### src/hw/rtl/mprqm_pkg.sv
`default_nettype none
// ----------------------------------------------------------------------------
// mprqm_pkg
// shared types, sizes and operation codes of the receive queue manager
// ----------------------------------------------------------------------------
package mprqm_pkg;

	localparam int NUM_VPORTS  = 16;
	localparam int NUM_BUFFERS = 64;

	localparam logic [1:0] OP_ENQ  = 2'd0;
	localparam logic [1:0] OP_RECV = 2'd1;
	localparam logic [1:0] OP_POLL = 2'd2;
	localparam logic [1:0] OP_RSVD = 2'd3;

	localparam int OpW   = 2;
	localparam int PortW = $clog2(NUM_VPORTS);
	localparam int BufW  = $clog2(NUM_BUFFERS);

	// controller to datapath commands
	typedef struct packed {
		logic load;      // capture input beat
		logic fetch;     // read link entries of the queue front
		logic link_a;    // first list update pass
		logic link_b;    // second list update pass
		logic srch_init; // start signal search at order list head
		logic srch_rd;   // issue memory read for current search node
		logic srch_step; // evaluate node, advance
		logic finish;    // finalize result, set waiting flag if needed
	} ctl_cmd_t;

	// datapath to controller status
	typedef struct packed {
		logic is_search; // operation needs a signal search
		logic srch_done; // search hit, ended or exhausted
	} dp_stat_t;

endpackage
`default_nettype wire

### src/hw/rtl/mprqm_if.sv
`default_nettype none
// ----------------------------------------------------------------------------
// mprqm_in_if / mprqm_out_if
// valid/ready channels for request and result beats
// ----------------------------------------------------------------------------
interface mprqm_in_if;
	logic                          valid;
	logic                          ready;
	logic [mprqm_pkg::OpW-1:0]     operation;
	logic [mprqm_pkg::PortW-1:0]   vport;
	logic [mprqm_pkg::BufW-1:0]    buffer_id;
	modport source (output valid, operation, vport, buffer_id, input ready);
	modport sink   (input valid, operation, vport, buffer_id, output ready);
endinterface

interface mprqm_out_if;
	logic                          valid;
	logic                          ready;
	logic [mprqm_pkg::BufW-1:0]    out_buffer;
	logic                          queue_was_empty;
	logic [mprqm_pkg::PortW-1:0]   signal_vport;
	logic                          signal_found;
	modport source (output valid, out_buffer, queue_was_empty, signal_vport, signal_found,
		input ready);
	modport sink   (input valid, out_buffer, queue_was_empty, signal_vport, signal_found,
		output ready);
endinterface
`default_nettype wire

### src/hw/rtl/mprqm_ctrl.sv
`default_nettype none
// ----------------------------------------------------------------------------
// mprqm_ctrl
// sequencer: accept, apply list updates, walk order list, deliver beat
// ----------------------------------------------------------------------------
module mprqm_ctrl import mprqm_pkg::*; (
	input  wire logic     clk,
	input  wire logic     arst_n,
	input  wire logic     in_valid,
	output logic          in_ready,
	output logic          out_valid,
	input  wire logic     out_ready,
	input  wire dp_stat_t stat,
	output ctl_cmd_t      cmd
);

	localparam logic [2:0] S_IDLE   = 3'd0;
	localparam logic [2:0] S_FETCH  = 3'd1;
	localparam logic [2:0] S_LINK_A = 3'd2;
	localparam logic [2:0] S_LINK_B = 3'd3;
	localparam logic [2:0] S_RD     = 3'd4;
	localparam logic [2:0] S_STEP   = 3'd5;
	localparam logic [2:0] S_FIN    = 3'd6;
	localparam logic [2:0] S_OUT    = 3'd7;

	logic [2:0] state_q;

	assign in_ready  = (state_q == S_IDLE);
	assign out_valid = (state_q == S_OUT);

	always_comb begin
		cmd = '0;
		cmd.load      = in_valid && (state_q == S_IDLE);
		cmd.fetch     = (state_q == S_FETCH);
		cmd.link_a    = (state_q == S_LINK_A);
		cmd.link_b    = (state_q == S_LINK_B);
		cmd.srch_init = (state_q == S_LINK_B);
		cmd.srch_rd   = (state_q == S_RD);
		cmd.srch_step = (state_q == S_STEP);
		cmd.finish    = (state_q == S_FIN);
	end

	always_ff @(posedge clk or negedge arst_n) begin
		if (!arst_n) begin
			state_q <= S_IDLE;
		end else begin
			case (state_q)
				S_IDLE:   if (in_valid) state_q <= S_FETCH;
				S_FETCH:  state_q <= S_LINK_A;
				S_LINK_A: state_q <= S_LINK_B;
				S_LINK_B: state_q <= stat.is_search ? S_RD : S_FIN;
				S_RD: begin
					if (stat.srch_done) state_q <= S_FIN;
					else state_q <= S_STEP;
				end
				S_STEP:   state_q <= stat.srch_done ? S_FIN : S_RD;
				S_FIN:    state_q <= S_OUT;
				S_OUT:    if (out_ready) state_q <= S_IDLE;
				default:  state_q <= S_IDLE;
			endcase
		end
	end

`ifndef ASSERT_OFF
	a_out_hold: assert property (@(posedge clk) disable iff (!arst_n)
		out_valid && !out_ready |=> out_valid) else $error("result dropped");
	a_no_accept_busy: assert property (@(posedge clk) disable iff (!arst_n)
		out_valid |-> !in_ready) else $error("accept while result pending");
	a_fetch_after_load: assert property (@(posedge clk) disable iff (!arst_n)
		cmd.fetch |-> $past(cmd.load)) else $error("fetch without load");
`endif

endmodule
`default_nettype wire

### src/hw/rtl/mprqm_dp.sv
`default_nettype none
// ----------------------------------------------------------------------------
// mprqm_dp
// queue and order list storage, list update and search datapath
// ----------------------------------------------------------------------------
module mprqm_dp import mprqm_pkg::*; (
	input  wire logic             clk,
	input  wire logic             arst_n,
	input  wire ctl_cmd_t         cmd,
	output dp_stat_t              stat,
	input  wire logic [OpW-1:0]   operation,
	input  wire logic [PortW-1:0] vport,
	input  wire logic [BufW-1:0]  buffer_id,
	output logic [BufW-1:0]       out_buffer,
	output logic                  queue_was_empty,
	output logic [PortW-1:0]      signal_vport,
	output logic                  signal_found
);

	localparam int NW = BufW + 1;
	localparam int SW = $clog2(NUM_VPORTS + 1);
	localparam logic [NW-1:0] NIL = NW'(NUM_BUFFERS);

	// port tables in flops, buffer link tables in memories
	logic [NW-1:0] qfront_q [NUM_VPORTS];
	logic [NW-1:0] qback_q  [NUM_VPORTS];
	logic [NUM_VPORTS-1:0] wait_q;
	logic [NUM_BUFFERS-1:0] queued_q;
	logic [NW-1:0] ofirst_q, olast_q;

	logic [NW-1:0]    nxt_mem   [NUM_BUFFERS];
	logic [NW-1:0]    oprev_mem [NUM_BUFFERS];
	logic [NW-1:0]    onext_mem [NUM_BUFFERS];
	logic [PortW-1:0] bport_mem [NUM_BUFFERS];

	logic [NW-1:0]    nxt_rd_q, oprev_rd_q, onext_rd_q;
	logic [PortW-1:0] bport_rd_q;

	logic [OpW-1:0]   op_q;
	logic [PortW-1:0] vp_q;
	logic [BufW-1:0]  bid_q;
	logic             vok_q, bok_q, emp_q;
	logic             enq_q, deq_q;
	logic [BufW-1:0]  pop_q;
	logic [NW-1:0]    cur_q;
	logic [SW-1:0]    steps_q;
	logic             found_q;
	logic [PortW-1:0] sport_q;

	logic [PortW-1:0] v;
	logic [BufW-1:0]  b;
	logic [NW-1:0]    tail, front, nx, p, n;
	logic             has_tail, has_last, nx_ok, p_ok, n_ok;
	logic             recv_ok, do_enq, do_pop, cur_ok;

	logic             nxt_we, oprev_we, onext_we, bport_we;
	logic [BufW-1:0]  nxt_wa, oprev_wa, onext_wa, onext_ra;
	logic [NW-1:0]    nxt_wd, oprev_wd, onext_wd;

	assign v        = vp_q;
	assign b        = bid_q;
	assign tail     = qback_q[v];
	assign front    = qfront_q[v];
	assign has_tail = (tail < NIL);
	assign has_last = (olast_q < NIL);
	assign nx       = nxt_rd_q;
	assign p        = oprev_rd_q;
	assign n        = onext_rd_q;
	assign nx_ok    = (nx < NIL);
	assign p_ok     = (p < NIL);
	assign n_ok     = (n < NIL);
	assign recv_ok  = vok_q && (op_q == OP_RECV);
	assign do_enq   = vok_q && bok_q && (op_q == OP_ENQ) && !queued_q[b];
	assign do_pop   = recv_ok && (front < NIL);
	assign cur_ok   = (cur_q < NIL) && (steps_q < SW'(NUM_VPORTS));

	assign stat.is_search = recv_ok || (op_q == OP_POLL);
	assign stat.srch_done = cmd.srch_rd ? !cur_ok : wait_q[bport_rd_q];

	assign out_buffer      = pop_q;
	assign queue_was_empty = emp_q;
	assign signal_vport    = sport_q;
	assign signal_found    = found_q;

	// one write per link table per cycle
	always_comb begin
		nxt_we   = 1'b0;
		nxt_wa   = b;
		nxt_wd   = NIL;
		oprev_we = 1'b0;
		oprev_wa = b;
		oprev_wd = NIL;
		onext_we = 1'b0;
		onext_wa = b;
		onext_wd = NIL;
		bport_we = cmd.link_a && enq_q;
		if (cmd.link_a && enq_q) begin
			nxt_we   = 1'b1;
			oprev_we = 1'b1;
			onext_we = 1'b1;
			oprev_wd = has_tail ? NIL : olast_q;
		end
		if (cmd.link_a && deq_q) begin
			oprev_we = n_ok;
			oprev_wa = n[BufW-1:0];
			oprev_wd = nx_ok ? nx : p;
			onext_we = p_ok;
			onext_wa = p[BufW-1:0];
			onext_wd = nx_ok ? nx : n;
		end
		if (cmd.link_b && enq_q) begin
			nxt_we   = has_tail;
			nxt_wa   = tail[BufW-1:0];
			nxt_wd   = {1'b0, b};
			onext_we = !has_tail && has_last;
			onext_wa = olast_q[BufW-1:0];
			onext_wd = {1'b0, b};
		end
		if (cmd.link_b && deq_q) begin
			oprev_we = nx_ok;
			oprev_wa = nx[BufW-1:0];
			oprev_wd = p;
			onext_we = nx_ok;
			onext_wa = nx[BufW-1:0];
			onext_wd = n;
		end
	end

	assign onext_ra = cmd.fetch ? front[BufW-1:0] : cur_q[BufW-1:0];

	always_ff @(posedge clk) begin
		if (nxt_we) nxt_mem[nxt_wa] <= nxt_wd;
		if (cmd.fetch) nxt_rd_q <= nxt_mem[front[BufW-1:0]];
	end

	always_ff @(posedge clk) begin
		if (oprev_we) oprev_mem[oprev_wa] <= oprev_wd;
		if (cmd.fetch) oprev_rd_q <= oprev_mem[front[BufW-1:0]];
	end

	always_ff @(posedge clk) begin
		if (onext_we) onext_mem[onext_wa] <= onext_wd;
		if (cmd.fetch || cmd.srch_rd) onext_rd_q <= onext_mem[onext_ra];
	end

	always_ff @(posedge clk) begin
		if (bport_we) bport_mem[b] <= v;
		if (cmd.srch_rd) bport_rd_q <= bport_mem[cur_q[BufW-1:0]];
	end

	always_ff @(posedge clk or negedge arst_n) begin
		if (!arst_n) begin
			for (int i = 0; i < NUM_VPORTS; i++) begin
				qfront_q[i] <= NIL;
				qback_q[i]  <= NIL;
			end
			wait_q   <= '0;
			queued_q <= '0;
			ofirst_q <= NIL;
			olast_q  <= NIL;
			found_q  <= 1'b0;
			emp_q    <= 1'b0;
			pop_q    <= '0;
			sport_q  <= '0;
		end else begin
			if (cmd.load) begin
				found_q <= 1'b0;
				emp_q   <= 1'b0;
				pop_q   <= '0;
				sport_q <= '0;
			end
			if (cmd.link_a && recv_ok) begin
				if (deq_q) begin
					queued_q[front[BufW-1:0]] <= 1'b0;
					qfront_q[v] <= nx;
					if (!nx_ok) qback_q[v] <= NIL;
					if (!p_ok) ofirst_q <= nx_ok ? nx : n;
					if (!n_ok) olast_q <= nx_ok ? nx : p;
					wait_q[v] <= 1'b0;
					pop_q     <= front[BufW-1:0];
				end else begin
					emp_q <= 1'b1;
				end
			end
			if (cmd.link_b && enq_q) begin
				queued_q[b] <= 1'b1;
				qback_q[v]  <= {1'b0, b};
				if (!has_tail) begin
					qfront_q[v] <= {1'b0, b};
					olast_q     <= {1'b0, b};
					if (!has_last) ofirst_q <= {1'b0, b};
				end
			end
			if (cmd.srch_step && wait_q[bport_rd_q]) begin
				wait_q[bport_rd_q] <= 1'b0;
				found_q <= 1'b1;
				sport_q <= bport_rd_q;
			end
			if (cmd.finish && emp_q) wait_q[v] <= 1'b1;
		end
	end

	// capture registers and search walk
	always_ff @(posedge clk) begin
		if (cmd.load) begin
			op_q  <= operation;
			vp_q  <= vport;
			bid_q <= buffer_id;
			vok_q <= (32'(vport) < NUM_VPORTS);
			bok_q <= (32'(buffer_id) < NUM_BUFFERS);
		end
		if (cmd.fetch) begin
			enq_q <= do_enq;
			deq_q <= do_pop;
		end
		if (cmd.srch_init) begin
			cur_q   <= ofirst_q;
			steps_q <= '0;
		end
		if (cmd.srch_step) begin
			cur_q   <= onext_rd_q;
			steps_q <= steps_q + SW'(1);
		end
	end

`ifndef ASSERT_OFF
	a_found_flag_clear: assert property (@(posedge clk) disable iff (!arst_n)
		cmd.srch_step && stat.srch_done |=> !wait_q[$past(bport_rd_q)])
		else $error("found flag not cleared");
	a_empty_no_pop: assert property (@(posedge clk) disable iff (!arst_n)
		emp_q |-> pop_q == '0) else $error("empty receive popped buffer");
	a_order_ends: assert property (@(posedge clk) disable iff (!arst_n)
		(ofirst_q < NIL) == (olast_q < NIL)) else $error("order list ends disagree");
`endif

endmodule
`default_nettype wire

### src/hw/rtl/multi_port_receive_queue_manager.sv
`default_nettype none
// ----------------------------------------------------------------------------
// multi_port_receive_queue_manager
// per-port linked receive queues with ordered signal search
// ----------------------------------------------------------------------------
// sequence: an enqueue passes fetch, two list update passes and finish to the
//   result beat; receive/poll add a read and a step per order list node visited,
//   ending on a hit, when the walk runs off the list or reaches NUM_VPORTS nodes
// requests: one at a time; the next is accepted in the cycle after the result beat is taken
// reset: arst_n clears queue heads, order list ends and waiting flags at once
module multi_port_receive_queue_manager import mprqm_pkg::*; (
	input  wire logic   clk,
	input  wire logic   arst_n,
	mprqm_in_if.sink    req,
	mprqm_out_if.source rsp
);

	ctl_cmd_t cmd;
	dp_stat_t stat;

	mprqm_ctrl u_ctrl (
		.clk       (clk),
		.arst_n    (arst_n),
		.in_valid  (req.valid),
		.in_ready  (req.ready),
		.out_valid (rsp.valid),
		.out_ready (rsp.ready),
		.stat      (stat),
		.cmd       (cmd)
	);

	mprqm_dp u_dp (
		.clk             (clk),
		.arst_n          (arst_n),
		.cmd             (cmd),
		.stat            (stat),
		.operation       (req.operation),
		.vport           (req.vport),
		.buffer_id       (req.buffer_id),
		.out_buffer      (rsp.out_buffer),
		.queue_was_empty (rsp.queue_was_empty),
		.signal_vport    (rsp.signal_vport),
		.signal_found    (rsp.signal_found)
	);

endmodule
`default_nettype wire
### src/flat_wrapper.sv
// flat-port wrapper written by rule: the top's interface ports become plain ports
module multi_port_receive_queue_manager_flat import mprqm_pkg::*;
  (clk, arst_n, req_valid, req_operation, req_vport, req_buffer_id, req_ready, rsp_valid, rsp_out_buffer, rsp_queue_was_empty, rsp_signal_vport, rsp_signal_found, rsp_ready);
  mprqm_in_if req_i ();
  mprqm_out_if rsp_i ();
  input  wire logic clk;
  input  wire logic arst_n;
  input wire logic [$bits(req_i.valid)-1:0] req_valid;
  input wire logic [$bits(req_i.operation)-1:0] req_operation;
  input wire logic [$bits(req_i.vport)-1:0] req_vport;
  input wire logic [$bits(req_i.buffer_id)-1:0] req_buffer_id;
  output wire logic [$bits(req_i.ready)-1:0] req_ready;
  output wire logic [$bits(rsp_i.valid)-1:0] rsp_valid;
  output wire logic [$bits(rsp_i.out_buffer)-1:0] rsp_out_buffer;
  output wire logic [$bits(rsp_i.queue_was_empty)-1:0] rsp_queue_was_empty;
  output wire logic [$bits(rsp_i.signal_vport)-1:0] rsp_signal_vport;
  output wire logic [$bits(rsp_i.signal_found)-1:0] rsp_signal_found;
  input wire logic [$bits(rsp_i.ready)-1:0] rsp_ready;
  assign req_i.valid = req_valid;
  assign req_i.operation = req_operation;
  assign req_i.vport = req_vport;
  assign req_i.buffer_id = req_buffer_id;
  assign req_ready = req_i.ready;
  assign rsp_valid = rsp_i.valid;
  assign rsp_out_buffer = rsp_i.out_buffer;
  assign rsp_queue_was_empty = rsp_i.queue_was_empty;
  assign rsp_signal_vport = rsp_i.signal_vport;
  assign rsp_signal_found = rsp_i.signal_found;
  assign rsp_i.ready = rsp_ready;
  multi_port_receive_queue_manager u_core (.clk(clk), .arst_n(arst_n), .req(req_i), .rsp(rsp_i));
endmodule
### config.mk
export PLATFORM = sky130hd
export DESIGN_NAME = multi_port_receive_queue_manager_flat
export DESIGN_NICKNAME = d
export VERILOG_FILES = /design/src/hw/rtl/mprqm_pkg.sv /design/src/hw/rtl/mprqm_if.sv /design/src/hw/rtl/mprqm_ctrl.sv /design/src/hw/rtl/mprqm_dp.sv /design/src/hw/rtl/multi_port_receive_queue_manager.sv /design/src/flat_wrapper.sv
export SDC_FILE = /design/constraint.sdc
export NUM_CORES = 2
export LEC_CHECK = 0
export ABC_CLOCK_PERIOD_IN_PS = 14400
export BUFFER_PORTS_ARGS = -buffer_cell sky130_fd_sc_hd__buf_2
export CAP_MARGIN = 25
export CORE_AREA = 2 2 552 335
export CTS_BUF_LIST = sky130_fd_sc_hd__clkbuf_16
export CTS_CLUSTER_SIZE = 10
export DETAILED_ROUTE_END_ITERATION = 10
export DIE_AREA = 0 0 554 337
export PLACE_DENSITY = 0.57
export SLEW_MARGIN = 20
export SYNTH_ARGS = -nofsm -noshare
export SYNTH_HDL_FRONTEND = slang
export SYNTH_SLANG_ARGS = --single-unit
### constraint.sdc
create_clock -name clk -period 14.4 [get_ports clk]
set_clock_uncertainty 0.2 [all_clocks]
set_input_delay 4.32 -clock clk [delete_from_list [all_inputs] [get_ports clk]]
set_output_delay 4.32 -clock clk [all_outputs]
set_load 0.03 [all_outputs]
# == Word-level counts from Yosys, hierarchy flattened ==
# Memory sizes are Yosys's and may differ from the RTL's. A register that Yosys moved wholly into a read port is not among the register bits.
# Cells that the tools add are included.
# word_totals
register_bits,359
ram_bits,1600
out_inout_bits,14
mem_count,4
# op_classes
n_eq_ne,11
n_mux,101
n_lt_le_gt_ge,18
bitwise_logic,12
n_reduce_logical,27
n_addsub,1
# memory_table
name,depth,word_bits,rd,rd_clocked_by_memory_dff,write_ports,line_no,rtl
u_core.u_dp.nxt_mem,64,7,1,1,1,mprqm_dp.sv:31,logic [NW-1:0] nxt_mem [NUM_BUFFERS];
u_core.u_dp.onext_mem,64,7,1,1,1,mprqm_dp.sv:33,logic [NW-1:0] onext_mem [NUM_BUFFERS];
u_core.u_dp.oprev_mem,64,7,1,1,1,mprqm_dp.sv:32,logic [NW-1:0] oprev_mem [NUM_BUFFERS];
u_core.u_dp.bport_mem,64,4,1,1,1,mprqm_dp.sv:34,logic [PortW-1:0] bport_mem [NUM_BUFFERS];
# op_table
operator,n
112-bit 2-to-1 mux,8
112-bit bitwise mux,3
7-bit 2-to-1 mux,28
64-bit 2-to-1 mux,3
96-bit bitwise AND,1
96-bit NOT,1
64-bit bitwise AND,1
16-bit 2-to-1 mux,4
64-bit NOT,1
64-bit OR,1
6-bit 2-to-1 mux,10
7-bit binary-select mux with 4-bit select,2
7-bit < comparator (second input constant),7
16-bit bitwise AND,2
16-bit NOT,2
16-bit OR,2
7-bit demux with 4-bit select,1
1-bit 2-to-1 mux,26
3-bit case mux with 8 select lines,1
1-bit logical AND,17
6-bit by 7-bit < comparator with 1-bit output (second input constant),2
1-bit demux with 6-bit select,2
3-bit == test (second input constant),4
6-bit by 1-bit greater-or-equal comparator with 1-bit output (second input constant),2
26 further kinds,39

# == Longest topological paths before layout ==
# depth
word_depth,14
ltp_mapped,14
ltp_nobuf,9

# == Hierarchy ==
# Synthesis repeated with hierarchy kept, for this count alone.
# hier_totals
cells_unflattened,5516
area_unflattened_um2,81271.7
# modules_own_cells
mod,area_per_inst_um2,seq_area_each_um2,cells_each,n_inst
mprqm_dp,81041.5,57878.0,5487,1
mprqm_ctrl,230.2,75.1,29,1

# == Least setup slack after synthesis ==
# Ideal clock, no wire load.
# synth_path
kind,flip-flop to flip-flop
from,register u_core.u_dp.vp_q[0] (netlist: u_core.u_dp.v[0])
to,"memory u_core.u_dp.oprev_mem[0][6] (netlist name), data pin"
slack_ns,7.866
stages_incl_launch_ff,10
arrival_ns,5.632
cell_sequence,edfxtp_1 > buf_4 > mux4_2 > mux4_2 > clkbuf_1 > and3_1 > clkbuf_1 > nand2_1 > a21oi_1 > o21ai_0
# synth_via
elab_chain_len,9
# synth_rtl
element,line_no,rtl
start: declaration,mprqm_dp.sv:40,logic [PortW-1:0] vp_q;
start signal: assignment,mprqm_dp.sv:207,vp_q <= vport;
4-bit NOT with 5-bit output (not written as such),mprqm_dp.sv:62,assign tail = qback_q[v];
7-bit binary-select mux with 4-bit select,mprqm_dp.sv:62,
7-bit 2-to-1 mux (not written as such) (2 in series),mprqm_dp.sv:62,
7-bit < comparator,mprqm_dp.sv:64,assign has_tail = (tail < NIL);
7-bit 2-to-1 mux,mprqm_dp.sv:101,oprev_wd = has_tail ? NIL : olast_q;
7-bit 2-to-1 mux,mprqm_dp.sv:97,if (cmd.link_a && enq_q) begin
7-bit 2-to-1 mux,mprqm_dp.sv:103,if (cmd.link_a && deq_q) begin
7-bit 2-to-1 mux,mprqm_dp.sv:119,if (cmd.link_b && deq_q) begin
named net u_core.u_dp.oprev_wd[6],mprqm_dp.sv:58,"logic [NW-1:0] nxt_wd, oprev_wd, onext_wd;"
end: declaration,mprqm_dp.sv:32,
# The timed path passes the listed nets, and every way through them passes these cells. The select of a mux whose other input is x is not followed.

# == Worst setup path in the final report ==
# layout_path
from,register u_core.u_ctrl.state_q[0]
to,output port req_ready
# layout_via
elab_chain_len,1
# layout_rtl
element,line_no,rtl
start: declaration,mprqm_ctrl.sv:26,logic [2:0] state_q;
start signal: assignment,mprqm_ctrl.sv:51,S_LINK_B: state_q <= stat.is_search ? S_RD : S_FIN;
start signal: assignment,mprqm_ctrl.sv:56,S_STEP: state_q <= stat.srch_done ? S_FIN : S_RD;
3-bit zero test,mprqm_ctrl.sv:28,assign in_ready = (state_q == S_IDLE);
end: declaration,flat_wrapper.sv:12,output wire logic [$bits(req_i.ready)-1:0] req_ready;
# No other way between the ends.

==> impl_metrics.ini <==
[status]
status = completed

[floorplanning]
die-area_um2 = 186700
die_w_um = 554
ioPinCount = 30
rows = 122
start_util = 0.4458
core_um2 = 182400
die_h_um = 337

[global_route]
grt_pass1_vias = 49810
grt_max_degree = 167
overflow = 0
antenna_found_initial = 5
track_usage = 0.2756
grt_first_pass_wirelength_mm = 371.9

[setup_path]
cp-end-kind = output pin
critical_path_class = register to output pin
cp.arrival_ns = 2.35
max_stage_delay_ns = 0.65
worst_setup_path_start_kind = register
crit_slowest_cell = nor3_1
path_cells = nor3_1 -> buf_2
required_ns = 9.88
worstPathMaxFanout = 14

[layout]
nets = 5693
final_cells = 8172
areaGrowthSynthToFinish_pct = 11.11
drive_above_1_share = 0.1282
n_fill_cell = 15330

[timing]
hold_slack_ns = 0.2711
setup_viol_count_final = 0
rsz0062_at_grt = false
maxSlewViolCount = 0
fin_tns_setup_ns = 0
hold_viol = 0
fin_crit_ns = 6.868
fin_ws_ns = 7.532
max_freq_ghz = 0.1456
worst_pin_slew_ns = 1.184
relSlewSlack = 0.2079
period_share = 0.4769

[synthesis]
syn_nets = 5663
synth_edf_count = 1651
synth_top_area_share = 0.6097
ys_top_cells_by_area = edfxtp_1 61%, dfrtp_1 9.2%, mux4_2 4.3%
synth_seq_cells = 1984
syn-instance-count = 5644
synthDistinctLibCells = 90
synth_most_common_cell = edfxtp_1
ys_async_sr_fraction = 0.1678
avgSynthCellArea_um2 = 14.41
synth_area_um2 = 81320
netlist_top_cells_count = 1651 x edfxtp_1, 697 x nand2_1, 492 x nor2_1
yosysSeqAreaShare = 0.7127
ys_warn_count = 0
synth_top_area_cell = edfxtp_1
ys.flop_type = edfxtp_1

[placed_design]
dp_cells = 7855
dp_hpwl_mm = 163.1
dp_worst_setup_slack_ns = 7.428
io_buffers = 29
gp_congestion = 0.9082

[detailed_routing]
dr.max_layer_used = met5
antenna_left = 0
dr_total_vias = 53180
wl_met3_mm = 37.83
wl_met2_mm = 101.3
drt_first_pass_iters = 9
drc = 0
vias_per_cell = 6.507
wire_per_inst_um = 31.93
totalWireLength_mm = 261.0
m1WireLength_mm = 117.1
drtIter0Drc = 8421

[clock_tree]
post_cts_resized = 0
clock_sinks = 1984
cts_setup_buffers = 0
insertion_delay_ns = 0.86
ctsHoldBuffers = 0
cts_root_buf = clkbuf_16
ctsHtreeMaxLevel = 4
clock_path_buffers = 4
cts_tree = done
clk_pin_slew_ns = 0.06
cts_buffers = 224

[flow_run]
cap_violations = 0

[min_path]
min-delay-path-class = register to register

[pwr]
cellLeakagePower_nw = 30.00
p_per_area_nw_per_um2 = 164.8
max-vdd-ir-drop_mv = 0.1242
-- worst max-delay path, delay by kind of cell (launching register included) --
family,cells,cell delay [ns]
simple gates,1,0.65
buf+inv,1,0.32
flops,1,0.52
-- cell type report --
cell class | instances | area, um^2 | share of cell area
Tap cell | 2418 | 3025 | 0.03349
Sequential cell | 1984 | 57950 | 0.6414
Clock inverter | 75 | 311.5 | 0.003448
Antenna cell | 4 | 10.01 | 0.0001108
Multi-Input combinational cell | 3255 | 21800 | 0.2413
Clock buffer | 227 | 5680 | 0.06287
Inverter | 21 | 78.83 | 0.0008724
Timing Repair Buffer | 188 | 1493 | 0.01652
-- sequential cells by signal, indices dropped and copies added, names as in the netlist, 2 cells and up --
name,flops
u_core.u_dp.oprev_mem,448
u_core.u_dp.bport_rd_q,4
u_core.u_dp.bport_mem,256
u_core.u_dp.op_q,2
u_core.u_dp.nxt_mem,448
u_core.u_dp.qback_q,112
u_core.u_dp.out_buffer,6
u_core.u_dp.queued_q,64
u_core.u_dp.signal_vport,4
u_core.u_dp.b,6
u_core.u_dp.v,4
u_core.u_dp.nx,7
u_core.u_dp.ofirst_q,7
u_core.u_dp.steps_q,5
u_core.u_dp.oprev_rd_q,7
u_core.u_dp.onext_mem,448
u_core.u_dp.wait_q,16
u_core.u_dp.qfront_q,112
u_core.u_dp.cur_q,7
u_core.u_dp.n,7
u_core.u_dp.olast_q,7
u_core.u_ctrl.state_q,3
-- worst paths after layout --
check,startpoint,to,slack (ns),cells past startpoint
max,u_core.u_ctrl.state_q[0],req_ready,7.53,2
min,u_core.u_dp.qback_q[48],u_core.u_dp.qback_q[48],0.27,2
max reg2reg,u_core.u_dp.v[1],u_core.u_dp.n[4],7.79,13
min reg2reg,u_core.u_dp.qback_q[48],u_core.u_dp.qback_q[48],0.27,2
max in group asynchronous,arst_n,u_core.u_dp.olast_q[2],8.32,3
min in group asynchronous,arst_n,u_core.u_dp.queued_q[29],3.27,1
-- cell families (layout without fill, tap and decap cells) --
kind of cell,after synthesis,in the layout,synth area share
mux,322,322,0.06445
fa+ha+maj,3,3,0.0004616
xor+xnor,3,3,0.0003232
flops,1984,1984,0.7127
other cells,0,4,0
simple gates,1576,1576,0.08504
compound gates,1351,1351,0.1134
buf+inv,405,511,0.02366
-- layer usage --
metal | GRT usage | vias up
li1 | - | 21980
met1 | 0.4433 | 27290
met2 | 0.3529 | 3537
met3 | 0.09472 | 361
met4 | 0.05501 | 4
met5 | 0 | -
-- power breakdown --
| part | internal [mW] | total, mW | switching, mW |
|---|---|---|---|
| sequential | 6.64 | 6.85 | 0.206 |
| combinational | 0.997 | 3.07 | 2.07 |
| clock | 2.77 | 4.97 | 2.20 |
-- through the flow --
step | total power [mW] | cell area [um^2] | utilization
floorplan | 8.827 | 81320 | -
global placement | 9.937 | 84110 | 0.4611
detailed placement | 9.964 | 84200 | 0.4616
CTS | 14.86 | 90190 | 0.4944
global route | 15.38 | 90340 | 0.4953
finish | 14.89 | 90350 | 0.4953
-- cells in the final DEF, fill, tap and decap left out, types with 29 or more instances in the layout --
master,instances
mux2i_1,126
mux4_2,156
a22o_1,117
clkbuf_16,227
dfrtp_1,299
nand2_1,695
edfxtp_1,1651
a41oi_1,46
a31oi_1,145
a221oi_1,59
buf_4,144
a32oi_1,37
nand4_1,55
a22oi_1,286
mux2_2,34
nor2b_1,29
inv_1,89
nor2_1,487
nand3_1,126
o21ai_0,346
dfstp_2,34
a21oi_1,151
No activity file was read; power rests on OpenSTA's default activity.
